**src/hdl/dxt_pkg.sv**
```systemverilog
`default_nettype none

package dxt_pkg;

  // block_format register codes (code 3 decodes as DXT1)
  localparam logic [1:0] FMT_DXT1 = 2'd0;
  localparam logic [1:0] FMT_DXT3 = 2'd1;
  localparam logic [1:0] FMT_DXT5 = 2'd2;

  // how the back end picks a texel's alpha
  typedef enum logic [1:0] {
    AMODE_COLOR    = 2'd0,
    AMODE_EXPLICIT = 2'd1,
    AMODE_PALETTE  = 2'd2
  } amode_t;

  typedef struct packed {
    logic [7:0] r;
    logic [7:0] g;
    logic [7:0] b;
    logic [7:0] a;
  } rgba_t;

  // one classified block, ready for texel expansion
  typedef struct packed {
    rgba_t [3:0]      cpal;
    logic [31:0]      cidx;
    amode_t           amode;
    logic [7:0][7:0]  apal;
    logic [63:0]      aword;
  } blk_t;

  // one texel result
  typedef struct packed {
    logic [7:0] r;
    logic [7:0] g;
    logic [7:0] b;
    logic [7:0] a;
    logic [3:0] idx;
    logic       last;
  } texel_t;

  // c*255/31 = 8c + floor(7c/31); 7c/31 via reciprocal 265/2^13
  function automatic logic [7:0] expand5(input logic [4:0] c);
    logic [7:0]  y;
    logic [15:0] p;
    y = {c, 3'b000} - {3'b000, c};
    p = 16'(y) * 16'd265;
    return {c, 3'b000} + {5'b00000, p[15:13]};
  endfunction

  // c*255/63 = 4c + floor(c/21)
  function automatic logic [7:0] expand6(input logic [5:0] c);
    logic [1:0] q;
    if (c >= 6'd63)      q = 2'd3;
    else if (c >= 6'd42) q = 2'd2;
    else if (c >= 6'd21) q = 2'd1;
    else                 q = 2'd0;
    return {c, 2'b00} + {6'b000000, q};
  endfunction

  // x/3 for x <= 765
  function automatic logic [7:0] div3(input logic [9:0] x);
    logic [19:0] p;
    p = 20'(x) * 20'd683;
    return p[18:11];
  endfunction

  // x/7 for x <= 1785
  function automatic logic [7:0] div7(input logic [10:0] x);
    logic [21:0] p;
    p = 22'(x) * 22'd2341;
    return p[21:14];
  endfunction

  // x/5 for x <= 1275
  function automatic logic [7:0] div5(input logic [10:0] x);
    logic [20:0] p;
    p = 21'(x) * 21'd1639;
    return p[20:13];
  endfunction

endpackage

`default_nettype wire

```
**src/hdl/dxt_texture_block_decoder_top.sv**
```systemverilog
// Channel   Handshake            Payload
// ------    ---------            -------
// block in  start / busy         color_word[63:0], alpha_word[63:0]
// config    cfg_we               cfg_data[1:0] (block_format)
// texel out texel_valid (strobe) red, green, blue, alpha, texel_index, last_texel
//
// One block yields 16 texels, one per cycle; the back end's texel counter
// sets the pace at which new blocks can go in.
// A taken block is classified, queued and emitted, each step registered.
// busy is high while QUEUE_DEPTH blocks are waiting ahead of the back end.
// Reset drops pending blocks and sets the format to DXT1.
// The receiver cannot stall; texels run back to back into a queued next block.
`default_nettype none

module dxt_texture_block_decoder_top #(
  parameter int QUEUE_DEPTH = 2
) (
  input  wire logic        clk,
  input  wire logic        rst,
  input  wire logic        start,
  output logic             busy,
  input  wire logic [63:0] color_word,
  input  wire logic [63:0] alpha_word,
  input  wire logic        cfg_we,
  input  wire logic [1:0]  cfg_data,
  output logic             texel_valid,
  output logic [7:0]       red,
  output logic [7:0]       green,
  output logic [7:0]       blue,
  output logic [7:0]       alpha,
  output logic [3:0]       texel_index,
  output logic             last_texel
);
  import dxt_pkg::*;

  localparam int OCC_W = $clog2(QUEUE_DEPTH + 1);

  logic [1:0]       block_format;
  logic [OCC_W-1:0] occ;
  logic             take;
  logic             push;
  blk_t             push_blk;
  logic             pop;
  logic             q_empty;
  blk_t             q_head;
  texel_t           texel;

  // format register
  always_ff @(posedge clk) begin
    if (rst) begin
      block_format <= FMT_DXT1;
    end else if (cfg_we) begin
      block_format <= cfg_data;
    end
  end

  // blocks taken but not yet handed to the back end
  assign take = start && !busy;
  assign busy = (occ == OCC_W'(QUEUE_DEPTH));

  always_ff @(posedge clk) begin
    if (rst) begin
      occ <= '0;
    end else begin
      occ <= occ + OCC_W'(take) - OCC_W'(pop);
    end
  end

  dxt_front u_front (
    .clk          (clk),
    .rst          (rst),
    .take         (take),
    .color_word   (color_word),
    .alpha_word   (alpha_word),
    .block_format (block_format),
    .push         (push),
    .push_blk     (push_blk)
  );

  dxt_queue #(
    .DEPTH (QUEUE_DEPTH)
  ) u_queue (
    .clk      (clk),
    .rst      (rst),
    .push     (push),
    .push_blk (push_blk),
    .pop      (pop),
    .empty    (q_empty),
    .head     (q_head)
  );

  dxt_back u_back (
    .clk         (clk),
    .rst         (rst),
    .q_empty     (q_empty),
    .q_head      (q_head),
    .pop         (pop),
    .texel_valid (texel_valid),
    .texel       (texel)
  );

  assign red         = texel.r;
  assign green       = texel.g;
  assign blue        = texel.b;
  assign alpha       = texel.a;
  assign texel_index = texel.idx;
  assign last_texel  = texel.last;

endmodule

`default_nettype wire

```
**src/hdl/dxt_front.sv**
```systemverilog
`default_nettype none

module dxt_front (
  input  wire logic               clk,
  input  wire logic               rst,
  input  wire logic               take,
  input  wire logic [63:0]        color_word,
  input  wire logic [63:0]        alpha_word,
  input  wire logic [1:0]         block_format,
  output logic                    push,
  output dxt_pkg::blk_t           push_blk
);
  import dxt_pkg::*;

  // first stage: endpoints widened, mode classified, alpha weighted sums
  typedef struct packed {
    logic [2:0][7:0]  e0;        // r,g,b of c0
    logic [2:0][7:0]  e1;        // r,g,b of c1
    logic             three;     // DXT1 three-color plus transparent
    amode_t           amode;
    logic [31:0]      cidx;
    logic [63:0]      aword;
    logic             a_seven;   // a0 > a1
    logic [5:0][10:0] s7;
    logic [3:0][10:0] s5;
  } stage1_t;

  stage1_t    s1;
  stage1_t    s1_next;
  logic       s1_valid;

  logic [15:0] c0;
  logic [15:0] c1;
  logic [7:0]  a0;
  logic [7:0]  a1;
  logic        is_dxt1;

  assign c0 = color_word[15:0];
  assign c1 = color_word[31:16];
  assign a0 = alpha_word[7:0];
  assign a1 = alpha_word[15:8];
  assign is_dxt1 = (block_format != FMT_DXT3) && (block_format != FMT_DXT5);

  // classify and widen
  always_comb begin
    s1_next.e0[2] = expand5(c0[15:11]);
    s1_next.e0[1] = expand6(c0[10:5]);
    s1_next.e0[0] = expand5(c0[4:0]);
    s1_next.e1[2] = expand5(c1[15:11]);
    s1_next.e1[1] = expand6(c1[10:5]);
    s1_next.e1[0] = expand5(c1[4:0]);
    s1_next.three = is_dxt1 && (c0 <= c1);
    unique case (block_format)
      FMT_DXT3: s1_next.amode = AMODE_EXPLICIT;
      FMT_DXT5: s1_next.amode = AMODE_PALETTE;
      default:  s1_next.amode = AMODE_COLOR;
    endcase
    s1_next.cidx    = color_word[63:32];
    s1_next.aword   = alpha_word;
    s1_next.a_seven = (a0 > a1);
    // weights summing to at most 7 on 8-bit values, sums kept at 11 bits
    for (int i = 0; i < 6; i++) begin
      s1_next.s7[i] = ({3'b000, a0} * 11'(6 - i)) + ({3'b000, a1} * 11'(i + 1));
    end
    for (int i = 0; i < 4; i++) begin
      s1_next.s5[i] = ({3'b000, a0} * 11'(4 - i)) + ({3'b000, a1} * 11'(i + 1));
    end
  end

  always_ff @(posedge clk) begin
    if (rst) begin
      s1_valid <= 1'b0;
    end else begin
      s1_valid <= take;
    end
    if (take) begin
      s1 <= s1_next;
    end
  end

  // second stage: palettes, written straight into the queue
  always_comb begin
    for (int ch = 0; ch < 3; ch++) begin
      logic [9:0] sum_a;
      logic [9:0] sum_b;
      logic [8:0] mean;
      logic [7:0] p0;
      logic [7:0] p1;
      logic [7:0] p2;
      logic [7:0] p3;
      p0    = s1.e0[ch];
      p1    = s1.e1[ch];
      sum_a = {1'b0, p0, 1'b0} + {2'b00, p1};
      sum_b = {2'b00, p0} + {1'b0, p1, 1'b0};
      mean  = {1'b0, p0} + {1'b0, p1};
      if (s1.three) begin
        p2 = mean[8:1];
        p3 = 8'd0;
      end else begin
        p2 = div3(sum_a);
        p3 = div3(sum_b);
      end
      unique case (ch)
        2: begin
          push_blk.cpal[0].r = p0; push_blk.cpal[1].r = p1;
          push_blk.cpal[2].r = p2; push_blk.cpal[3].r = p3;
        end
        1: begin
          push_blk.cpal[0].g = p0; push_blk.cpal[1].g = p1;
          push_blk.cpal[2].g = p2; push_blk.cpal[3].g = p3;
        end
        default: begin
          push_blk.cpal[0].b = p0; push_blk.cpal[1].b = p1;
          push_blk.cpal[2].b = p2; push_blk.cpal[3].b = p3;
        end
      endcase
    end
    push_blk.cpal[0].a = 8'hff;
    push_blk.cpal[1].a = 8'hff;
    push_blk.cpal[2].a = 8'hff;
    push_blk.cpal[3].a = s1.three ? 8'h00 : 8'hff;

    // alpha palette
    push_blk.apal[0] = s1.aword[7:0];
    push_blk.apal[1] = s1.aword[15:8];
    if (s1.a_seven) begin
      for (int i = 0; i < 6; i++) begin
        push_blk.apal[i + 2] = div7(s1.s7[i]);
      end
    end else begin
      for (int i = 0; i < 4; i++) begin
        push_blk.apal[i + 2] = div5(s1.s5[i]);
      end
      push_blk.apal[6] = 8'h00;
      push_blk.apal[7] = 8'hff;
    end

    push_blk.cidx  = s1.cidx;
    push_blk.amode = s1.amode;
    push_blk.aword = s1.aword;
  end

  assign push = s1_valid;

endmodule

`default_nettype wire

```
**src/hdl/dxt_queue.sv**
```systemverilog
`default_nettype none

module dxt_queue #(
  parameter int DEPTH = 2
) (
  input  wire logic           clk,
  input  wire logic           rst,
  input  wire logic           push,
  input  wire dxt_pkg::blk_t  push_blk,
  input  wire logic           pop,
  output logic                empty,
  output dxt_pkg::blk_t       head
);
  import dxt_pkg::*;

  localparam int PTR_W = (DEPTH > 1) ? $clog2(DEPTH) : 1;
  localparam int CNT_W = $clog2(DEPTH + 1);

  blk_t             slots [DEPTH];
  logic [PTR_W-1:0] wr_ptr;
  logic [PTR_W-1:0] rd_ptr;
  logic [CNT_W-1:0] count;

  function automatic logic [PTR_W-1:0] bump(input logic [PTR_W-1:0] p);
    return (p == PTR_W'(DEPTH - 1)) ? '0 : p + 1'b1;
  endfunction

  // pointers and fill count
  always_ff @(posedge clk) begin
    if (rst) begin
      wr_ptr <= '0;
      rd_ptr <= '0;
      count  <= '0;
    end else begin
      if (push) wr_ptr <= bump(wr_ptr);
      if (pop)  rd_ptr <= bump(rd_ptr);
      count <= count + CNT_W'(push) - CNT_W'(pop);
    end
  end

  // storage
  always_ff @(posedge clk) begin
    if (push) begin
      slots[wr_ptr] <= push_blk;
    end
  end

  assign empty = (count == '0);
  assign head  = slots[rd_ptr];

endmodule

`default_nettype wire

```
**src/hdl/dxt_back.sv**
```systemverilog
`default_nettype none

module dxt_back (
  input  wire logic           clk,
  input  wire logic           rst,
  input  wire logic           q_empty,
  input  wire dxt_pkg::blk_t  q_head,
  output logic                pop,
  output logic                texel_valid,
  output dxt_pkg::texel_t     texel
);
  import dxt_pkg::*;

  blk_t       cur;
  logic       active;
  logic [3:0] cnt;
  logic       load;

  logic [1:0]  k;
  rgba_t       sel;
  logic [3:0]  nib;
  logic [47:0] aidx;
  logic [5:0]  aoff;
  logic [2:0]  ak;
  logic [7:0]  alpha_next;

  // take the next block when idle or on the last texel
  assign load = !q_empty && (!active || (cnt == 4'd15));
  assign pop  = load;

  // texel select
  always_comb begin
    k    = cur.cidx[{cnt, 1'b0} +: 2];
    sel  = cur.cpal[k];
    nib  = cur.aword[{cnt, 2'b00} +: 4];
    aidx = cur.aword[63:16];
    aoff = {1'b0, cnt, 1'b0} + {2'b00, cnt};
    ak   = aidx[aoff +: 3];
    unique case (cur.amode)
      AMODE_EXPLICIT: alpha_next = {nib, nib};
      AMODE_PALETTE:  alpha_next = cur.apal[ak];
      default:        alpha_next = sel.a;
    endcase
  end

  always_ff @(posedge clk) begin
    if (rst) begin
      active      <= 1'b0;
      cnt         <= '0;
      texel_valid <= 1'b0;
    end else begin
      texel_valid <= active;
      if (active) cnt <= cnt + 1'b1;
      if (!active || (cnt == 4'd15)) active <= !q_empty;
    end
    if (load) cur <= q_head;
    // result register
    texel.r    <= sel.r;
    texel.g    <= sel.g;
    texel.b    <= sel.b;
    texel.a    <= alpha_next;
    texel.idx  <= cnt;
    texel.last <= (cnt == 4'd15);
  end

endmodule

`default_nettype wire

```
**config.mk**
```make
export PLATFORM = sky130hd
export DESIGN_NAME = dxt_texture_block_decoder_top
export DESIGN_NICKNAME = d
export VERILOG_FILES = /design/src/hdl/dxt_pkg.sv /design/src/hdl/dxt_texture_block_decoder_top.sv /design/src/hdl/dxt_front.sv /design/src/hdl/dxt_queue.sv /design/src/hdl/dxt_back.sv
export SDC_FILE = /design/constraint.sdc
export NUM_CORES = 2
export LEC_CHECK = 0
export BUFFER_PORTS_ARGS = -buffer_cell sky130_fd_sc_hd__buf_4
export CAP_MARGIN = 20
export CORE_MARGIN = 1.5
export CORE_UTILIZATION = 40
export DETAILED_ROUTE_END_ITERATION = 8
export GPL_TIMING_DRIVEN = 0
export PLACE_DENSITY = 0.6
export RECOVER_POWER = 25
export SYNTH_ARGS = -nofsm -noshare
export SYNTH_HDL_FRONTEND = slang
export SYNTH_SLANG_ARGS = --single-unit
```
**constraint.sdc**
```tcl
create_clock -name clk -period 46.8 [get_ports clk]
set_input_delay 7.02 -clock clk [delete_from_list [all_inputs] [get_ports clk]]
set_output_delay 7.02 -clock clk [all_outputs]
set_load 0.02 [all_outputs]
```
==> summary.txt <==
Async set-reset flop share out of synthesis - 0%
CP max-delay cell - fa_1
# rows - 156
GRT Util Overall - 17.8%
Top cell type's share of synthesized area - 40.2%
CP Buf/Inv Count - 4
Final core occ - 45.1%
Initial core utilization - 40.2%
Required @ worst endpoint - 47.30 ns
Reg area - 30,300 um2
Syn Area/Cell - 13.1 um2
Pin count of the biggest net entering global routing - 101
Fillcell total - 16.3k
Synth area leader - edfxtp_1
CTS buffer count - 112
Design area - 81,400 um2
Share of post-route cells with drive strength above 1 - 12.8%
Sequential area share after synthesis - 41.7%
Post-synth EDFFs - 973
Relative slew slack - -141%
Syn_nets - 7,334
Die area - 184,000 um2
Critical path class - in -> reg
TNS Setup - 0 ns
Worst skew pair latency - 0.76 ns
Failing checks - max-capacitance violations, max-slew violations
Slowest stage delay, CP - 0.50 ns
Post-Synthesis Cells - 5,546
Worst path cell trace - buf_4 -> inv_1 -> ha_1 -> and3_1 -> o21ai_0 -> nand3_1 -> xnor2_1 -> ha_1 -> inv_1 -> fa_1 -> inv_1 -> ha_1 -> ha_1 -> a31o_2 -> a21o_1 -> a21o_1 -> a21o_1 -> a31oi_1 -> nor2_1 -> xor2_1
Synth top area cells - edfxtp_1 40%, ha_1 22%, fa_1 11%, inv_1 4.8%, mux2_2 4.1%
Initial antenna violation count - 2
Fin. Hold Viols - 0
Initial detailed-routing violation count - 2,085
Gr ovfl total - 0
CTS Hold Bufs - 0
Die Ht - 429 um
ANT nets after route - 0
H-tree levels - 3
Clock Skew - 0.0628 ns
DR WL/cell - 19.5 um
Worst hold path depth - 0
Crit path max fanout - 5
Status - complete, but fails checks
Synthesis-stage register bit count - 1,025
Input/output buffers - 172
Synth warnings - 0
Min Clock Period, post-route - 10.55 ns
Postcts setup bufs - 0
Worst setup SP type - primary input
Place WS - 35.45 ns
DR vias - 42.3k
Worst path arrival time - 11.05 ns
Yosys cell types - 80
Max-cap viol count - 8
Post-cts resize count - 0
Drt pass-1 iters - 7
Most frequent CP cell - ha_1
Crit path capture type - register
Worst-path clk slew - 0.06 ns
FMAX - 94.8 MHz
Slew of the pin with the lowest slew margin - 3.62 ns
Drt drc - 0
Nets - 7,652
I/O pin count - 173
Core box area - 181,000 um2
Worst path top cell family by delay - adder cells
CP Depth - 20
Multi-input logic area - 38,500 um2
First-pass GRT wire length - 253 mm
Total Wirelength - 163 mm
Area after DPL - 77,600 um2
Final estimated routing congestion in global placement - 0.878
RSZ-0062 raised after global routing - no
Area grow syn2layout - 12.1%
Crit share post-route - 22.5%
CTS max path bufs - 3
Number of global-route vias before repair - 44.6k
Post-synthesis cell area - 72,600 um2
Setup ws final - 36.25 ns
Vias per inst - 5.07
Main synth FF type - edfxtp_1
CTS Root Cell - clkbuf_16
Die X - 429 um
Pins Over Slew Limit - 254
HPWL Detailed - 127 mm
FF-to-FF path depth - 28
Final count of negative-setup-slack endpoints - 0
Hold Path Class - reg -> reg
CTS sink count - 1,025
CTS tree - built
stage by stage:
stage,cells,hold WS (ns)
final,8334,0.393
after global routing,8332,0.408
after CTS,8330,0.394
after detailed placement,8118,0.386
after global placement,8088,0.386
after floorplan,5546,0.368
cells in the mapped netlist (all sizes together) (30+ instances only):
cell and number:
inv 920, mux4 88, dfxtp 52, xor2 110
fa 384, nor2b 43, o21ai 114, nor2 147
nand2 99, o21bai 72, o21a 34, xnor2 229
mux2 268, nand2b 30, clkbuf 45, nor3 48
nand3 34, a21o 75, a21oi 213, edfxtp 973
ha 1270
final cells by class:
type / instances / share of cell area (%)
flip-flops and latches: 1025 / 37.2
inverters: 920 / 4.25
plain buffers: 73 / 0.468
repair buffers: 204 / 2.26
clock buffers: 133 / 3.54
diodes: 2 / 0.00615
multi-input cells: 3528 / 47.4
clock inverters: 79 / 1.28
well taps: 2370 / 3.64
worst paths after layout:
kind                                    from                               to  slack, ns
max                           color_word[30]  u_front.push_blk[220]$_DFFE_PP_      36.25
min               u_back.cnt[0]$_SDFFE_PP0P_          u_back.texel[1]$_DFF_P_       0.39
max reg2reg  u_front.push_blk[218]$_DFFE_PP_  u_queue.slots[0][265]$_DFFE_PP_      38.75
min reg2reg       u_back.cnt[0]$_SDFFE_PP0P_          u_back.texel[1]$_DFF_P_       0.39
sequential cells by signal, summed over array words and instances, names as in the netlist:
register,count
u_front.push,1
u_front.push_blk,142
u_queue.rd_ptr,1
u_back.cur,195
u_back.cnt,4
occ,2
block_format,2
u_queue.count,2
u_back.aidx,48
u_queue.slots,486
u_back.active,1
u_front.s1,102
u_back.texel,37
u_back.texel_valid,1
u_queue.wr_ptr,1
cells by family (layout without fill, tap and decap cells):
group,Yosys count,count (layout),synth area share (%)
flip-flops,1025,1025,41.7
AND/OR/NAND/NOR,487,487,3.29
AO/OA/AOI/OAI,665,665,5.87
adder cells (fa/ha/maj),1654,1654,32.5
multiplexers,383,383,7.31
other,0,2,0
XOR/XNOR,339,339,4.10
buffers and inverters,993,1409,5.28
routing by layer:
metal  share of wire [%]  routed length, um  vias up  GRT usage, %
met5              0.0074                 12        -             0
met4                 2.5               4080        2          4.84
met3                 3.5               5740      203          2.24
met2                  49              79500      682          30.7
met1                  45              73300    21000          23.3
li1                    -                  -    20400             -
cells in the final DEF (no fill, tap or decap), types with 79 or more instances in the layout:
master | Yosys | routed
ha_1 | 1270 | 1270
edfxtp_1 | 973 | 973
inv_1 | 919 | 918
fa_1 | 384 | 384
mux2_2 | 265 | 265
xnor2_1 | 229 | 229
a21oi_1 | 213 | 212
buf_4 | 2 | 174
nor2_1 | 146 | 146
clkbuf_16 | 0 | 112
o21ai_0 | 110 | 110
xor2_1 | 109 | 109
nand2_1 | 98 | 98
mux4_2 | 79 | 79
Power is left out: the tool's default activity adds up to more than one toggle a clock period on the data nets, which glitch-free logic cannot reach.
